## config.mk

```make
export PLATFORM = sky130hd
export DESIGN_NAME = programmable_interrupt_controller_core_flat
export DESIGN_NICKNAME = d
export VERILOG_FILES = /design/src/hw/rtl/pic_pkg.sv /design/src/hw/rtl/pic_if.sv /design/src/hw/rtl/programmable_interrupt_controller_core.sv /design/src/flat_wrapper.sv
export SDC_FILE = /design/constraint.sdc
export NUM_CORES = 1
export LEC_CHECK = 0
export BUFFER_PORTS_ARGS = -buffer_cell sky130_fd_sc_hd__buf_2
export CAP_MARGIN = 20
export CORE_AREA = 8 8 124 126
export CTS_CLUSTER_DIAMETER = 40
export DETAILED_ROUTE_END_ITERATION = 10
export DIE_AREA = 0 0 132 134
export GPL_TIMING_DRIVEN = 0
export SYNTH_ARGS = -nofsm -noshare
export SYNTH_HDL_FRONTEND = slang
export SYNTH_SLANG_ARGS = --single-unit
```

## constraint.sdc

```tcl
create_clock -name clk -period 2.55 [get_ports clk]
set_input_delay 0.255 -clock clk [delete_from_list [all_inputs] [get_ports clk]]
set_output_delay 0.255 -clock clk [all_outputs]
set_load 0.02 [all_outputs]
```

## src/hw/rtl/pic_pkg.sv

```systemverilog
`default_nettype none
// ----------------------------------------------------------------------------
// pic_pkg
// Shared types, codes and helper functions for the interrupt controller.
// ----------------------------------------------------------------------------
package pic_pkg;

    // Transaction kinds on the input channel
    typedef enum logic [1:0] {
        FUNC_READ   = 2'd0,
        FUNC_WRITE  = 2'd1,
        FUNC_SAMPLE = 2'd2,
        FUNC_ACK    = 2'd3
    } func_t;

    // Initialisation sequence position
    typedef enum logic [1:0] {
        PHASE_READY = 2'd0,
        PHASE_ICW2  = 2'd1,
        PHASE_ICW3  = 2'd2,
        PHASE_ICW4  = 2'd3
    } phase_t;

    // Port select codes
    localparam logic PORT_CMD  = 1'b0;
    localparam logic PORT_DATA = 1'b1;

    // Command word decode bits
    localparam int ICW1_BIT      = 4;
    localparam int OCW3_BIT      = 3;
    localparam int OCW3_RR_BIT   = 1;
    localparam int OCW3_RIS_BIT  = 0;
    localparam int ICW1_IC4_BIT  = 0;
    localparam int ICW1_SNGL_BIT = 1;
    localparam int ICW1_LTIM_BIT = 3;
    localparam int ICW4_AEOI_BIT = 1;

    // OCW2 command codes in bits 7..5
    localparam logic [2:0] EOI_NONSPEC = 3'b001;
    localparam logic [2:0] EOI_SPEC    = 3'b011;

    // Spurious level reported when no request qualifies
    localparam logic [2:0] SPURIOUS_LEVEL = 3'd7;

    // Index of lowest set bit; bit 3 set means none
    function automatic logic [3:0] lowest_set(input logic [7:0] v);
        logic [3:0] idx;
        idx = 4'd8;
        for (int i = 7; i >= 0; i--)
        begin
            if (v[i])
            begin
                idx = 4'(i);
            end
        end
        return idx;
    endfunction

    // Unmasked requests above every in-service level
    function automatic logic [7:0] eligible(input logic [7:0] req,
                                            input logic [7:0] mask,
                                            input logic [7:0] serv);
        logic [7:0] below;
        // bits strictly below lowest in-service bit; all ones when none
        below = (serv - 8'd1) & ~serv;
        return req & ~mask & below;
    endfunction

endpackage
`default_nettype wire

```

## src/hw/rtl/pic_if.sv

```systemverilog
`default_nettype none
// ----------------------------------------------------------------------------
// pic_if
// Valid/ready channels for controller transactions and their results.
// ----------------------------------------------------------------------------
interface pic_in_if;
    logic       valid;
    logic       ready;
    logic [1:0] func;
    logic       port_select;
    logic [7:0] write_data;
    logic [7:0] request_lines;

    modport source (output valid, output func, output port_select,
                    output write_data, output request_lines, input ready);
    modport sink   (input valid, input func, input port_select,
                    input write_data, input request_lines, output ready);
endinterface

interface pic_out_if;
    logic       valid;
    logic       ready;
    logic [7:0] read_data;
    logic [7:0] vector;
    logic       vector_valid;
    logic       int_pending;
    logic       init_busy;

    modport source (output valid, output read_data, output vector,
                    output vector_valid, output int_pending, output init_busy,
                    input ready);
    modport sink   (input valid, input read_data, input vector,
                    input vector_valid, input int_pending, input init_busy,
                    output ready);
endinterface
`default_nettype wire

```

## src/hw/rtl/programmable_interrupt_controller_core.sv

```systemverilog
`default_nettype none
// ----------------------------------------------------------------------------
// programmable_interrupt_controller_core
// An accepted transaction's result appears in the output register in the
// next cycle. Throughput: one transaction per cycle while out_ch is not stalled,
// set by the single register stage around the state update and priority encoder.
// Reset: rst_n clears all controller state and empties the output register.
// Single-chip 8259A-style controller: init words, mask, request and
// in-service registers, EOI handling and vector generation on acknowledge.
// ----------------------------------------------------------------------------
module programmable_interrupt_controller_core (
    input  wire logic clk,
    input  wire logic rst_n,
    pic_in_if.sink    in_ch,
    pic_out_if.source out_ch
);
    import pic_pkg::*;

    // Controller state
    phase_t     phase_reg,   phase_next;
    logic       need4_reg,   need4_next;
    logic       single_reg,  single_next;
    logic       level_reg,   level_next;
    logic       aeoi_reg,    aeoi_next;
    logic [4:0] base_reg,    base_next;
    logic [7:0] mask_reg,    mask_next;
    logic [7:0] req_reg,     req_next;
    logic [7:0] serv_reg,    serv_next;
    logic       rsel_reg,    rsel_next;
    logic [7:0] last_reg,    last_next;

    // Output register
    logic       out_valid_reg, out_valid_next;
    logic [7:0] rd_reg,      rd_next;
    logic [7:0] vec_reg,     vec_next;
    logic       vvalid_reg,  vvalid_next;
    logic       pend_reg,    pend_next;
    logic       busy_reg,    busy_next;

    logic       accept;
    logic [7:0] wd;
    logic [7:0] elig_now;
    logic [3:0] winner;

    assign in_ch.ready = !out_valid_reg || out_ch.ready;
    assign accept      = in_ch.valid && in_ch.ready;
    assign wd          = in_ch.write_data;

    // Acknowledge arbitration on current state
    assign elig_now = eligible(req_reg, mask_reg, serv_reg);
    assign winner   = lowest_set(elig_now);

    // Next state
    always_comb
    begin
        phase_next  = phase_reg;
        need4_next  = need4_reg;
        single_next = single_reg;
        level_next  = level_reg;
        aeoi_next   = aeoi_reg;
        base_next   = base_reg;
        mask_next   = mask_reg;
        req_next    = req_reg;
        serv_next   = serv_reg;
        rsel_next   = rsel_reg;
        last_next   = last_reg;

        case (func_t'(in_ch.func))
            FUNC_WRITE:
            begin
                if (in_ch.port_select == PORT_DATA)
                begin
                    case (phase_reg)
                        PHASE_ICW2:
                        begin
                            base_next = wd[7:3];
                            if (!single_reg)
                                phase_next = PHASE_ICW3;
                            else
                                phase_next = need4_reg ? PHASE_ICW4 : PHASE_READY;
                        end
                        PHASE_ICW3:
                        begin
                            // cascade word carries nothing for a single chip
                            phase_next = need4_reg ? PHASE_ICW4 : PHASE_READY;
                        end
                        PHASE_ICW4:
                        begin
                            aeoi_next  = wd[ICW4_AEOI_BIT];
                            phase_next = PHASE_READY;
                        end
                        default:
                        begin
                            mask_next = wd;
                        end
                    endcase
                end
                else if (wd[ICW1_BIT])
                begin
                    // ICW1 restarts initialisation from any phase
                    need4_next  = wd[ICW1_IC4_BIT];
                    single_next = wd[ICW1_SNGL_BIT];
                    level_next  = wd[ICW1_LTIM_BIT];
                    mask_next   = '0;
                    req_next    = '0;
                    serv_next   = '0;
                    last_next   = '0;
                    rsel_next   = 1'b0;
                    aeoi_next   = 1'b0;
                    phase_next  = PHASE_ICW2;
                end
                else if (phase_reg == PHASE_READY)
                begin
                    if (wd[OCW3_BIT])
                    begin
                        if (wd[OCW3_RR_BIT])
                            rsel_next = wd[OCW3_RIS_BIT];
                    end
                    else
                    begin
                        case (wd[7:5])
                            EOI_NONSPEC: serv_next = serv_reg & (serv_reg - 8'd1);
                            EOI_SPEC:    serv_next = serv_reg & ~(8'd1 << wd[2:0]);
                            default:     serv_next = serv_reg;
                        endcase
                    end
                end
            end
            FUNC_SAMPLE:
            begin
                if (level_reg)
                    req_next = in_ch.request_lines;
                else
                    req_next = req_reg | (in_ch.request_lines & ~last_reg);
                last_next = in_ch.request_lines;
            end
            FUNC_ACK:
            begin
                if (!winner[3])
                begin
                    req_next = req_reg & ~(8'd1 << winner[2:0]);
                    if (!aeoi_reg)
                        serv_next = serv_reg | (8'd1 << winner[2:0]);
                end
            end
            default:
            begin
                // bus read has no side effects
            end
        endcase
    end

    // Result fields
    always_comb
    begin
        rd_next     = '0;
        vec_next    = '0;
        vvalid_next = 1'b0;
        case (func_t'(in_ch.func))
            FUNC_READ:
            begin
                if (in_ch.port_select == PORT_DATA)
                    rd_next = mask_reg;
                else
                    rd_next = rsel_reg ? serv_reg : req_reg;
            end
            FUNC_ACK:
            begin
                vvalid_next = 1'b1;
                vec_next    = {base_reg, winner[3] ? SPURIOUS_LEVEL : winner[2:0]};
            end
            default:
            begin
                rd_next = '0;
            end
        endcase
        pend_next = |eligible(req_next, mask_next, serv_next);
        busy_next = (phase_next != PHASE_READY);
    end

    // Output register valid
    always_comb
    begin
        if (accept)
            out_valid_next = 1'b1;
        else if (out_ch.ready)
            out_valid_next = 1'b0;
        else
            out_valid_next = out_valid_reg;
    end

    // State registers
    always_ff @(posedge clk or negedge rst_n)
    begin
        if (!rst_n)
        begin
            phase_reg     <= PHASE_READY;
            need4_reg     <= 1'b0;
            single_reg    <= 1'b0;
            level_reg     <= 1'b0;
            aeoi_reg      <= 1'b0;
            base_reg      <= '0;
            mask_reg      <= '0;
            req_reg       <= '0;
            serv_reg      <= '0;
            rsel_reg      <= 1'b0;
            last_reg      <= '0;
            out_valid_reg <= 1'b0;
        end
        else
        begin
            out_valid_reg <= out_valid_next;
            if (accept)
            begin
                phase_reg  <= phase_next;
                need4_reg  <= need4_next;
                single_reg <= single_next;
                level_reg  <= level_next;
                aeoi_reg   <= aeoi_next;
                base_reg   <= base_next;
                mask_reg   <= mask_next;
                req_reg    <= req_next;
                serv_reg   <= serv_next;
                rsel_reg   <= rsel_next;
                last_reg   <= last_next;
            end
        end
    end

    // Result payload
    always_ff @(posedge clk)
    begin
        if (accept)
        begin
            rd_reg     <= rd_next;
            vec_reg    <= vec_next;
            vvalid_reg <= vvalid_next;
            pend_reg   <= pend_next;
            busy_reg   <= busy_next;
        end
    end

    assign out_ch.valid        = out_valid_reg;
    assign out_ch.read_data    = rd_reg;
    assign out_ch.vector       = vec_reg;
    assign out_ch.vector_valid = vvalid_reg;
    assign out_ch.int_pending  = pend_reg;
    assign out_ch.init_busy    = busy_reg;

endmodule
`default_nettype wire

```

## src/flat_wrapper.sv

```systemverilog
// flat-port wrapper written by rule: the top's interface ports become plain ports
module programmable_interrupt_controller_core_flat import pic_pkg::*;
  (clk, rst_n, in_ch_valid, in_ch_func, in_ch_port_select, in_ch_write_data, in_ch_request_lines, in_ch_ready, out_ch_valid, out_ch_read_data, out_ch_vector, out_ch_vector_valid, out_ch_int_pending, out_ch_init_busy, out_ch_ready);
  pic_in_if in_ch_i ();
  pic_out_if out_ch_i ();
  input  wire logic clk;
  input  wire logic rst_n;
  input wire logic [$bits(in_ch_i.valid)-1:0] in_ch_valid;
  input wire logic [$bits(in_ch_i.func)-1:0] in_ch_func;
  input wire logic [$bits(in_ch_i.port_select)-1:0] in_ch_port_select;
  input wire logic [$bits(in_ch_i.write_data)-1:0] in_ch_write_data;
  input wire logic [$bits(in_ch_i.request_lines)-1:0] in_ch_request_lines;
  output wire logic [$bits(in_ch_i.ready)-1:0] in_ch_ready;
  output wire logic [$bits(out_ch_i.valid)-1:0] out_ch_valid;
  output wire logic [$bits(out_ch_i.read_data)-1:0] out_ch_read_data;
  output wire logic [$bits(out_ch_i.vector)-1:0] out_ch_vector;
  output wire logic [$bits(out_ch_i.vector_valid)-1:0] out_ch_vector_valid;
  output wire logic [$bits(out_ch_i.int_pending)-1:0] out_ch_int_pending;
  output wire logic [$bits(out_ch_i.init_busy)-1:0] out_ch_init_busy;
  input wire logic [$bits(out_ch_i.ready)-1:0] out_ch_ready;
  assign in_ch_i.valid = in_ch_valid;
  assign in_ch_i.func = in_ch_func;
  assign in_ch_i.port_select = in_ch_port_select;
  assign in_ch_i.write_data = in_ch_write_data;
  assign in_ch_i.request_lines = in_ch_request_lines;
  assign in_ch_ready = in_ch_i.ready;
  assign out_ch_valid = out_ch_i.valid;
  assign out_ch_read_data = out_ch_i.read_data;
  assign out_ch_vector = out_ch_i.vector;
  assign out_ch_vector_valid = out_ch_i.vector_valid;
  assign out_ch_int_pending = out_ch_i.int_pending;
  assign out_ch_init_busy = out_ch_i.init_busy;
  assign out_ch_i.ready = out_ch_ready;
  programmable_interrupt_controller_core u_core (.clk(clk), .rst_n(rst_n), .in_ch(in_ch_i), .out_ch(out_ch_i));
endmodule
```

; ---- Word-level counts from Yosys, hierarchy flattened
; Index checks and enable logic that the tools add are counted.
[totals]
register_bits = 64
in_bits = 23
output_inout_bits = 21
wordCells = 118
[classes]
add_sub_neg = 2
n_eq_ne = 11
shift = 2
mux = 47
n_bitwise = 20
reduce_logical = 19
[ops]
columns = op, count
row1 = 8-bit two-way mux, 18
row2 = 8-bit bitwise AND, 10
row3 = 8-bit inverter, 7
row4 = 8-bit case mux with 2 select lines, 3
row5 = 4-bit two-way mux, 8
row6 = 8-bit case mux with 3 select lines, 1
row7 = 8-bit bitwise OR, 2
row8 = 4-bit AND reduction, 4
row9 = 1-bit by 3-bit << shifter with 8-bit output (first input constant), 2
row10 = 8-bit by 1-bit subtractor with 8-bit output (second input constant), 2
row11 = 2-bit nonzero test, 7
row12 = 1-bit two-way mux, 10
row13 = 2-bit two-way mux, 5
row14 = 2-bit == test (second input constant), 4
row15 = 8-bit OR reduction, 1
row16 = 2-bit case mux with 3 select lines, 1
row17 = 6-bit AND reduction, 1
row18 = 2-bit by 1-bit == test with 1-bit output (second input constant), 2
row19 = 2-bit logical NOT, 2
row20 = 2-bit != test (second input constant), 2
row21 = 3-bit by 1-bit == test with 1-bit output (second input constant), 1
row22 = 3-bit by 2-bit == test with 1-bit output (second input constant), 1
row23 = 3-bit two-way mux, 1
row24 = 3-bit OR reduction, 1
row25 = 5 further kinds, 5

; ---- Longest topological paths before layout
; Gate-level depths: netlist of run 1.
[depth]
depth_word = 20
ltp_mapped = 13
depth_no_buf = 13

; ---- Worst setup path after synthesis of run 1
; Ideal clock, no wire load.
[synth_path]
path_kind = reg-to-reg
start = register u_core.serv_reg[0]
end = register u_core.pend_reg (netlist: u_core.out_ch.int_pending) (data pin)
setup_ps = 275
arrival_time_ps = 2254
t_required_ps = 2275
slack_ps = 22
path_stages_with_launch = 14
path_buffers = 0
synth_period_minus_slack_ps = 2528
path_cell_list = dfrtp_1 -> inv_1 -> ha_1 -> nand2_1 -> nor4_1 -> ha_1 -> and3b_1 -> o211a_1 -> nor3b_1 -> a21bo_2 -> nand4_1 -> a21oi_1 -> o21ai_1 -> a221oi_2
[synth_between]
elab_chain_cells = 20
word_cells_on_any_way = 34
cone_classes = add/sub: 2 / shift: 1 / mux: 18 / bitwise: 12 / reduce/logical: 1
[synth_rtl]
columns = element, line_no
row1 = start: declaration, programmable_interrupt_controller_core.sv:28  ; logic [7:0] serv_reg, serv_next;
row2 = start signal: assignment, programmable_interrupt_controller_core.sv:223  ; serv_reg <= serv_next;
row3 = 8-bit by 1-bit subtractor with 8-bit output, "pic_pkg.sv:65, programmable_interrupt_controller_core.sv:122"
row4 = 8-bit bitwise AND, pic_pkg.sv:65  ; below = (serv - 8'd1) & ~serv;
row5 = 8-bit bitwise AND, pic_pkg.sv:66  ; return req & ~mask & below;
row6 = 4-bit two-way mux (8 in a row), pic_pkg.sv:51  ; if (v[i])
row7 = 1-bit by 3-bit << shifter with 8-bit output, "programmable_interrupt_controller_core.sv:141, programmable_interrupt_controller_core.sv:143"
row8 = 8-bit bitwise OR, programmable_interrupt_controller_core.sv:143  ; serv_next = serv_reg | (8'd1 << winner[2:0]);
row9 = 8-bit two-way mux, programmable_interrupt_controller_core.sv:142  ; if (!aeoi_reg)
row10 = 8-bit two-way mux, programmable_interrupt_controller_core.sv:139  ; if (!winner[3])
row11 = 8-bit case mux with 2 select lines, programmable_interrupt_controller_core.sv:68  ; case (func_t'(in_ch.func))
row12 = 8-bit by 1-bit subtractor with 8-bit output / 8-bit inverter (equally long branches), pic_pkg.sv:65
row13 = 8-bit bitwise AND, pic_pkg.sv:65
row14 = 8-bit bitwise AND (*), pic_pkg.sv:66
row15 = 8-bit OR reduction (*), programmable_interrupt_controller_core.sv:177  ; pend_next = |eligible(req_next, mask_next, serv_next);
row16 = named net u_core.pend_next, programmable_interrupt_controller_core.sv:37  ; logic pend_reg, pend_next;
row17 = end signal: assignment, programmable_interrupt_controller_core.sv:238  ; pend_reg <= pend_next;
row18 = end: declaration, programmable_interrupt_controller_core.sv:37
; The timed path passes the listed nets; every way through them passes the cells marked *.
; A chain may end at the register's enable or synchronous reset.

; ---- Worst setup path in the final report of run 1
; Same ends and word-level chain as after synthesis.

==> run summary, run 1 <==
TritonCTS Sinks = 64
Worst Min Path Start = in_ch_valid
largest net degree at the start of global routing = 46
most numerous cell in the Yosys netlist = nand2_1
Pint = 0.00267 W
via count normalized by instance count = 5.34
number of hold-slack violations in the final timing report = 0
worst-path fanout max = 4
worst setup path class = flop to flop
count of buffers from port buffering = 41
# Max-Cap Violations = 0
Placer Congestion = 0.937
I/O pin count = 44
share of async-settable or async-resettable flops after synthesis = 0.703
end point of the most critical hold path = u_core.out_ch.valid
share of cells above drive strength 1 = 0.238
data required time at the worst endpoint = 2.68 ns
worst min path class = input port to flop
critical path arrival = 2.84 ns
failing checks = setup timing
area delta synth->final = 27.0%
number of buffers added by the clock tree synthesis step = 9
combinational group share of total power = 0.285
series of cell instances along the critical path = inv_2 > ha_4 > nand2_4 > nor4_4 > ha_2 > and3b_2 > o211a_1 > nor3b_4 > a31oi_2 > o21ai_1 > a21oi_2 > o21ai_2 > a221oi_2
slowest CP cell = dfrtp_1
register area share after synthesis = 0.432
average wire per cell in the routed design = 18.2 um
Max H-tree Level = 3
Die Area = 17700 sq um
worst reg2reg path depth = 13
time the final worst path needs with I/O delays and setup = 2.71 ns
Post-synth EDFFs = 19
Clock Tree Buf Depth = 2
clock skew = 0.00724 ns
CTS tree = built
count of non-filler cells in the finished layout = 693
synthesis warning total = 0
Max Transition Viols Final = 0
count of nets left with antenna violations after detail routing = 0
Lkg Pwr = 2.17 nW
share of power burned in the clock network = 0.356
Cell variety after synth = 64
floorplan die height = 134 um
Initial Util = 0.291
flop and latch count out of synthesis = 64
Cell Area, Placed = 4360 sq um
worst hold slack = 0.130 ns
DRC violation count after routing = 0
GRT Util Overall = 0.144
First-pass DRT Iterations = 4
startpoint kind of the worst setup timing path = flop
Max VDD drop = 0.000339 V
worst hold path stage count = 2
commonest cells in the netlist = nand2_1 (65), dfrtp_1 (45), nor2_1 (33)
cell accounting for the most synthesized area = dfrtp_1
aggregate routed wire length = 12.6 mm
achievable frequency = 369 MHz
Clock Latency Late Sink = 0.33 ns
RSZ-0062 raised after global routing = true
final worst path period share = 1.06
master cell of the clock root buffer = clkbuf_16
net count after synthesis = 467
number of antenna violations at the first check in global routing = 0
Worst setup EP type = flop
Placed Cells = 657
number of rows in the core area = 43
tightest slew margin relative to the limit = 0.489
post-layout power = 0.00396 W
global-route wire length before repair = 20.2 mm
biggest cell delay along the critical path = 0.37 ns
initial detailed-routing violation count = 345
share of total power consumed by net switching = 0.325
leading cell types by total area after synthesis = dfrtp_1 (29%), edfxtp_1 (15%), nand2_1 (6.2%)
sequential share of power = 0.359
via count of the first global-routing pass = 3646
cell area after synthesis = 3920 sq um
Nets = 539
half-perimeter wire length of the detailed placement result = 9.28 mm
core footprint = 13500 sq um
slack of the worst reg-to-reg path = -0.16 ns
routed vias = 3700
Final setup violation count = 1
Clk pin slew, worst setup/hold paths = 0.06 ns
antenna fix cells = 0
net switching component of the power = 0.00129 W
status = finished, violations left
post-route cell area = 4980 sq um
most frequently used flop master after synthesis = dfrtp_1
mean post-synth cell area = 9.00 sq um
GR Overflow Total = 0
gate count after technology mapping = 436
Reg2Reg Launch Point = u_core.serv_reg[0]
pre-CTS setup slack = -0.441 ns
width of the die = 132 um
slew at the pin closest to its max-slew limit = 0.767 ns
ratio of total power to cell area = 795 nW/um^2
final worst slack = -0.160 ns
share of the synthesized area in the top cell type = 0.287
terminus of the critical flop-to-flop path = u_core.out_ch.int_pending
[final cells by class]
type,instances,area [sq um]
flip-flops and latches,64,1700
inverters,19,71.3
repair buffers,62,378
plain buffers,24,105
multi-input cells,328,2170
fillers,1365,8520
clock inverters,6,109
well taps,180,225
clock buffers,10,229
[worst max path at each step]
| stage | from | to | slack [ns] |
|---|---|---|---|
| floorplan | u_core.serv_reg[0] | u_core.out_ch.int_pending | 0.02 |
| global placement | u_core.serv_reg[0] | u_core.out_ch.int_pending | -0.40 |
| detailed placement | u_core.serv_reg[0] | u_core.out_ch.int_pending | -0.44 |
| CTS | u_core.serv_reg[0] | u_core.out_ch.int_pending | -0.05 |
| global route | u_core.serv_reg[0] | u_core.out_ch.int_pending | -0.25 |
| finish | u_core.serv_reg[0] | u_core.out_ch.int_pending | -0.16 |
[per-stage QoR]
step,TNS (ns),utilization
after CTS,-0.0497,0.361
final,-0.160,0.369
after floorplan,0,-
after detailed placement,-0.441,0.323
after global routing,-0.264,0.369
after global placement,-0.397,0.322
[layer usage]
| metal | track usage | up-vias | wire length (um) |
|---|---|---|---|
| met5 | 0 | - | 0 |
| met4 | 0.0581 | 0 | 244 |
| met3 | 0.0284 | 18 | 720 |
| met2 | 0.224 | 121 | 5860 |
| met1 | 0.192 | 1818 | 5810 |
| li1 | - | 1743 | - |
[worst max-delay path, delay by kind of cell, from the launching register on]
family | cells | cell delay, ns
buf+inv | 1 | 0.09
flops | 1 | 0.37
simple gates | 4 | 0.51
compound gates | 6 | 1.19
fa+ha+maj | 2 | 0.37
[cell usage in the layout (no fill, tap or decap), drive strengths merged, types with 9 or more instances in the layout]
cell    Yosys  final
nor2       33     33
nand2b     11     11
buf         4     65
a21oi      25     25
o21ai      29     29
clkbuf     21     30
a31oi       9      9
nand2      65     65
o211ai     11     11
mux2i      13     13
dfrtp      45     45
edfxtp     19     19
inv        19     19
nand3      14     14
[cell families (layout without fill, tap and decap cells)]
logic type / after synthesis / count (layout) / share of synthesized area
and+or+nand+nor: 176 / 176 / 0.228
AOI/OAI and AO/OA: 123 / 123 / 0.213
DFF: 64 / 64 / 0.432
buffers and inverters: 44 / 121 / 0.0456
muxes: 21 / 21 / 0.0561
adders and majority gates: 8 / 8 / 0.0255
[power by group through the flow]
stage          registers [W]  clock network (W)  logic (W)
4_1_cts              0.00141            0.00144    0.00107
6_report             0.00142            0.00141    0.00113
3_3_place_gp         0.00142                  0   0.000937
5_1_grt              0.00144            0.00148    0.00123
2_1_floorplan        0.00140                  0   0.000649
3_5_place_dp         0.00143                  0   0.000955
[repair_timing]
item                                    CTS  global route
pin swaps                                18             5
buffers inserted                         13             6
endpoints found under the setup margin    1             1
gates resized for setup                  27             6
endpoints found under the hold margin     0             8
hold buffers                              0             1
Power figures use the tool's default switching activity.
==> inputs of run 2 (changes only) <==
--- a/config.mk
+++ b/config.mk
@@ -5,12 +5,13 @@
 export SDC_FILE = /design/constraint.sdc
 export NUM_CORES = 1
 export LEC_CHECK = 0
+export ABC_AREA = 1
 export BUFFER_PORTS_ARGS = -buffer_cell sky130_fd_sc_hd__buf_2
 export CAP_MARGIN = 20
-export CORE_AREA = 8 8 124 126
+export CORE_AREA = 8 8 125 127
 export CTS_CLUSTER_DIAMETER = 40
 export DETAILED_ROUTE_END_ITERATION = 10
-export DIE_AREA = 0 0 132 134
+export DIE_AREA = 0 0 133 135
 export GPL_TIMING_DRIVEN = 0
 export SYNTH_ARGS = -nofsm -noshare
 export SYNTH_HDL_FRONTEND = slang
==> run 2 against run 1 <==
Effect of this change:
- the run still ends with setup timing left
- flip-flop and latch count stayed put
- synthesized area is 1.1% higher
- sequential share of layout area is 0.48 points lower
- worst setup slack better by 0.040 ns
- routed wire length is 4.8% higher
- non-clock buffer count is 11 lower
- combinational power is 81% higher
- highest routed layer unchanged
==> run summary, run 2 <==
Post-synth EDFFs = 19
area delta synth->final = 27.3%
GR met2 Demand/Resource = 0.248
initial detailed-routing violation count = 315
cell area after synthesis = 3970 sq um
average wire per cell in the routed design = 16.9 um
Nets = 631
commonest cells in the netlist = nand2_1 (132), inv_1 (65), o21ai_0 (57)
gate count after technology mapping = 529
number of buffers added by the clock tree synthesis step = 9
startpoint kind of the worst setup timing path = flop
failing checks = setup timing
CTS tree = built
met1 Use GR = 0.177
First-pass DRT Iterations = 7
worst-path fanout max = 4
antenna fix cells = 0
global-route wire length before repair = 21.1 mm
Initial Util = 0.291
Reg2Reg Launch Point = u_core.serv_reg[1]
cell accounting for the most synthesized area = dfrtp_1
status = finished, violations left
flop and latch count out of synthesis = 64
share of the synthesized area in the top cell type = 0.284
register area share after synthesis = 0.428
Worst Min Path Start = in_ch_write_data[4]
Clock Latency Late Sink = 0.34 ns
most numerous cell in the Yosys netlist = nand2_1
worst reg2reg path depth = 21
Die Area = 18000 sq um
final worst slack = -0.119 ns
Placer Congestion = 0.907
via count of the first global-routing pass = 3961
launch point of the critical path = u_core.serv_reg[1]
end point of the most critical hold path = u_core.rsel_reg
count of buffers from port buffering = 43
final worst path period share = 1.05
post-layout power = 0.00478 W
half-perimeter wire length of the detailed placement result = 9.96 mm
achievable frequency = 375 MHz
clock skew = 0.00645 ns
TritonCTS Sinks = 64
share of cells above drive strength 1 = 0.235
Max Transition Viols Final = 0
aggregate routed wire length = 13.2 mm
Worst setup EP type = flop
net count after synthesis = 560
Cell variety after synth = 37
mean post-synth cell area = 7.50 sq um
DRC violation count after routing = 0
terminus of the critical flop-to-flop path = u_core.out_ch.int_pending
number of hold-slack violations in the final timing report = 0
number of fill cells = 1410
share of async-settable or async-resettable flops after synthesis = 0.703
time the final worst path needs with I/O delays and setup = 2.67 ns
Clk pin slew, worst setup/hold paths = 0.06 ns
GRT met3 Usage = 0.0305
Clock Tree Buf Depth = 2
Max VDD drop = 0.000343 V
most frequent standard cell in the layout excluding fill and tap cells = nand2_1
tightest slew margin relative to the limit = 0.499
width of the die = 133 um
largest net degree at the start of global routing = 46
core footprint = 13600 sq um
Lkg Pwr = 2.25 nW
GR Overflow Total = 0
slack of the worst reg-to-reg path = -0.12 ns
worst setup path class = flop to flop
slew at the pin closest to its max-slew limit = 0.751 ns
most used cells in the layout excluding fill and tap cells = nand2_1 (122), inv_1 (64), o21ai_0 (53)
leading cell types by total area after synthesis = dfrtp_1 (28%), edfxtp_1 (14%), nand2_1 (12%)
# Max-Cap Violations = 0
data required time at the worst endpoint = 2.62 ns
final core area utilization = 0.371
worst min path class = input port to flop
count of nets left with antenna violations after detail routing = 0
routed vias = 3962
worst hold slack = 0.166 ns
GRT Util Overall = 0.151
critical path arrival = 2.74 ns
number of rows in the core area = 43
worst hold path stage count = 2
RSZ-0062 raised after global routing = true
floorplan die height = 135 um
GRT busiest layer = met2
number of antenna violations at the first check in global routing = 0
I/O pin count = 44
most frequently used flop master after synthesis = dfrtp_1
via count normalized by instance count = 5.05
Max H-tree Level = 3
ratio of total power to cell area = 947 nW/um^2
Final setup violation count = 1
synthesis warning total = 0
master cell of the clock root buffer = clkbuf_16
-- run 2: how the worst max path moves through the flow --
| stage | to | slack (ns) | cells after the start |
|---|---|---|---|
| floorplan | u_core.out_ch.int_pending | 0.14 | 20 |
| global placement | u_core.out_ch.int_pending | -0.38 | 20 |
| detailed placement | u_core.out_ch.int_pending | -0.41 | 20 |
| CTS | u_core.out_ch.int_pending | -0.03 | 21 |
| global route | u_core.out_ch.int_pending | -0.34 | 19 |
| finish | u_core.out_ch.int_pending | -0.12 | 21 |
-- run 2: per-layer routing --
layer	part of all wire	up-vias
met4	0.043	0
met5	0	-
met1	0.43	1888
met3	0.050	34
met2	0.48	130
li1	-	1910
-- run 2: kinds of logic after synthesis --
kind of cell	share of synthesized area
adders and majority gates	0.0252
DFF	0.428
and+or+nand+nor	0.265
AOI/OAI and AO/OA	0.193
buffers and inverters	0.0886
-- run 2: where the power goes --
part	switching (W)	total, W	internal [W]
clock network	0.000480	0.00129	0.000815
registers	0.000162	0.00144	0.00128
logic	0.00129	0.00205	0.000758
-- run 2: repair_timing --
item / in CTS / in global routing
pin swaps: 14 / 9
setup buffers: 12 / 2
setup endpoints to repair: 2 / 4
endpoints found under the hold margin: 0 / 18
hold buffers: 0 / 1
resized for setup: 30 / 15
-- run 2: per-stage QoR --
step                      setup TNS (ns)  setup WS [ns]  area [sq um]  instances
after global placement            -0.452         -0.377          4410        752
final                             -0.119         -0.119          5050        785
after CTS                        -0.0312        -0.0312          4960        781
after global routing              -0.452         -0.338          5050        785
after detailed placement          -0.531         -0.410          4420        753
after floorplan                        0          0.140          3970        529
-- run 2: layout make-up --
| cell class | instances | area (sq um) | share of cell area |
|---|---|---|---|
| Buffer | 15 | 66.3 | 0.0131 |
| Clock inverter | 6 | 66.3 | 0.0131 |
| Sequential cell | 64 | 1700 | 0.336 |
| Multi-Input combinational cell | 374 | 2080 | 0.411 |
| Timing Repair Buffer | 60 | 382 | 0.0756 |
| Tap cell | 180 | 225 | 0.0446 |
| Clock buffer | 10 | 250 | 0.0495 |
| Inverter | 76 | 288 | 0.0570 |
-- run 2: critical path, stage by stage, from the launching register on --
cell     delay [ns]
dfrtp_1        0.42
nor2_2         0.13
nand2_2        0.10
nor4_4         0.21
ha_2           0.21
nand2_2        0.06
nor2_1         0.10
nand2_1        0.06
nand2_1        0.07
nand2_2        0.07
nand2_2        0.07
nand2_4        0.06
nand2_4        0.09
nand4_1        0.13
nand2_1        0.14
inv_1          0.05
nand2_1        0.05
nor2_1         0.04
nand2_1        0.05
nand2_1        0.05
nor2_2         0.14
nand3_1        0.10
==> inputs of run 3 (changes only) <==
--- a/config.mk
+++ b/config.mk
@@ -13,6 +13,7 @@
 export DETAILED_ROUTE_END_ITERATION = 10
 export DIE_AREA = 0 0 133 135
 export GPL_TIMING_DRIVEN = 0
+export MAX_ROUTING_LAYER = met4
 export SYNTH_ARGS = -nofsm -noshare
 export SYNTH_HDL_FRONTEND = slang
 export SYNTH_SLANG_ARGS = --single-unit
==> run 3 against run 2 <==
Effect of this change:
- the flow still finishes with violations (setup timing)
- clock-buffer cell count down 1
- routed wire length down 0.33%
- clock power about the same
- hold slack worse by 0.0024 ns
- combinational power up 3%
- fmax down 1.9%
- sequential power about the same
- via count up 0.71%
- cell count up 0.13%
- global-route usage about the same
- register-to-register slack worse by 0.05 ns
- utilization up 0.055 points
- largest cell class unchanged
- highest routed layer unchanged
==> run summary, run 3 (synthesis gave the netlist of run 2 again) <==
number of antenna violations at the first check in global routing = 0
most used cells in the layout excluding fill and tap cells = nand2_1 (117), inv_1 (62), o21ai_0 (52)
area delta synth->final = 27.5%
count of buffers from port buffering = 43
width of the die = 133 um
Max VDD drop = 0.000346 V
series of cell instances along the critical path = inv_2 > ha_4 > inv_4 > nor4_4 > ha_2 > nand3_2 > o21ai_2 > nand2_2 > a21oi_2 > buf_4 > nand4_1 > o21ai_2 > nor2_1 > nand2_1 > nand2_1 > nand2_1 > nand3_1
number of hold-slack violations in the final timing report = 0
clock skew = 0.00593 ns
Lkg Pwr = 2.24 nW
number of rows in the core area = 43
Pint = 0.00285 W
failing checks = setup timing
# Max-Cap Violations = 0
final core area utilization = 0.372
I/O pin count = 44
Initial Util = 0.291
largest net degree at the start of global routing = 46
achievable frequency = 368 MHz
slew at the pin closest to its max-slew limit = 0.637 ns
floorplan die height = 135 um
final worst slack = -0.170 ns
CTS tree = built
master cell of the clock root buffer = clkbuf_16
startpoint kind of the worst setup timing path = flop
Final setup violation count = 1
via count of the first global-routing pass = 3939
worst setup path class = flop to flop
Reg2Reg Launch Point = u_core.serv_reg[1]
worst min path class = input port to flop
initial detailed-routing violation count = 247
sequential share of power = 0.300
Max H-tree Level = 3
Clk pin slew, worst setup/hold paths = 0.06 ns
TritonCTS Sinks = 64
Critical Path Most Common Cell = nand2_1
worst hold slack = 0.163 ns
final-layout setup total negative slack = -0.170 ns
launch point of the critical path = u_core.serv_reg[1]
GRT Util Overall = 0.151
Die Area = 18000 sq um
slowest CP cell = dfrtp_2
Worst setup EP type = flop
share of power burned in the clock network = 0.262
count of nets left with antenna violations after detail routing = 0
DRC violation count after routing = 0
Cell Area, Placed = 4420 sq um
Clock Latency Late Sink = 0.34 ns
average wire per cell in the routed design = 16.8 um
time the final worst path needs with I/O delays and setup = 2.72 ns
gate family responsible for the most delay along the worst path = simple AND/OR/NAND/NOR gates
GR Overflow Total = 0
Nets = 632
worst-path fanout max = 5
Clock Tree Buf Depth = 2
Max Transition Viols Final = 0
net switching component of the power = 0.00198 W
Worst Min Path Start = in_ch_write_data[4]
global-route wire length before repair = 20.4 mm
routed vias = 3990
most frequent standard cell in the layout excluding fill and tap cells = nand2_1
combinational group share of total power = 0.438
core footprint = 13600 sq um
share of total power consumed by net switching = 0.410
CP Buf/Inv Count = 3
post-route cell area = 5060 sq um
critical path arrival = 2.80 ns
tightest slew margin relative to the limit = 0.575
post-layout power = 0.00483 W
antenna fix cells = 0
share of cells above drive strength 1 = 0.252
aggregate routed wire length = 13.2 mm
RSZ-0062 raised after global routing = true
status = finished, violations left
data required time at the worst endpoint = 2.63 ns
biggest cell delay along the critical path = 0.44 ns
number of buffers added by the clock tree synthesis step = 9
First-pass DRT Iterations = 4
via count normalized by instance count = 5.08
ratio of total power to cell area = 955 nW/um^2
final worst path period share = 1.07
Placer Congestion = 0.933
half-perimeter wire length of the detailed placement result = 10.1 mm
==> run 3: final timing paths <==
path                                             endpoint  slack (ns)  cells past startpoint
min in group asynchronous               u_core.single_reg        0.42                      2
worst max register to register  u_core.out_ch.int_pending       -0.17                     17
worst min register to register         u_core.base_reg[1]        0.48                      2
worst max-delay path            u_core.out_ch.int_pending       -0.17                     17
worst min-delay path                      u_core.rsel_reg        0.16                      2
max in group asynchronous              u_core.serv_reg[1]        1.59                      3
==> run 3: power groups by stage <==
stage                     combinational, W  sequential (W)  clock, W
after floorplan                    0.00112         0.00145         0
after global placement             0.00161         0.00146         0
after detailed placement           0.00162         0.00146         0
after CTS                          0.00187         0.00145   0.00128
after global routing               0.00233         0.00147   0.00132
final                              0.00212         0.00145   0.00126
==> run 3: final cells by class <==
type                       count  area [sq um]
fill                        1425          8550
sequential                    64          1700
timing repair buffer          61           373
multi-input combinational    374          2100
clock inverter                 7          78.8
buffer                        15          66.3
clock buffer                   9           225
inverter                      76           288
tap                          180           225
==> run 3: through the flow <==
stage	std cells	worst slack (ns)
4_1_cts	776	-0.0989
3_5_place_dp	753	-0.371
2_1_floorplan	529	0.140
3_3_place_gp	752	-0.378
6_report	786	-0.170
5_1_grt	786	-0.357
==> run 3: repair_timing <==
action                                  4_1_cts  5_1_grt
pin swaps                                    13       18
hold endpoints to repair                      0       20
endpoints found under the setup margin        3        6
hold buffers                                  0        1
setup buffers                                 7        8
resized for setup                            28       28
==> run 3: per-layer routing <==
metal	vias up	wire length, um	track usage
li1	1917	-	-
met1	1890	5390	0.163
met2	135	6310	0.248
met3	48	786	0.0308
met4	0	713	0.102
met5	-	0	-
==> run 3: worst reg2reg max path, cell delays in order, from the launching register on <==
cell and delay (ns):
dfrtp_2 0.44, inv_2 0.10, ha_4 0.16, inv_4 0.04, nor4_4 0.26, ha_2 0.22
nand3_2 0.10, o21ai_2 0.10, nand2_2 0.10, a21oi_2 0.18, buf_4 0.13, nand4_1 0.14
o21ai_2 0.16, nor2_1 0.05, nand2_1 0.07, nand2_1 0.05, nand2_1 0.07, nand3_1 0.08
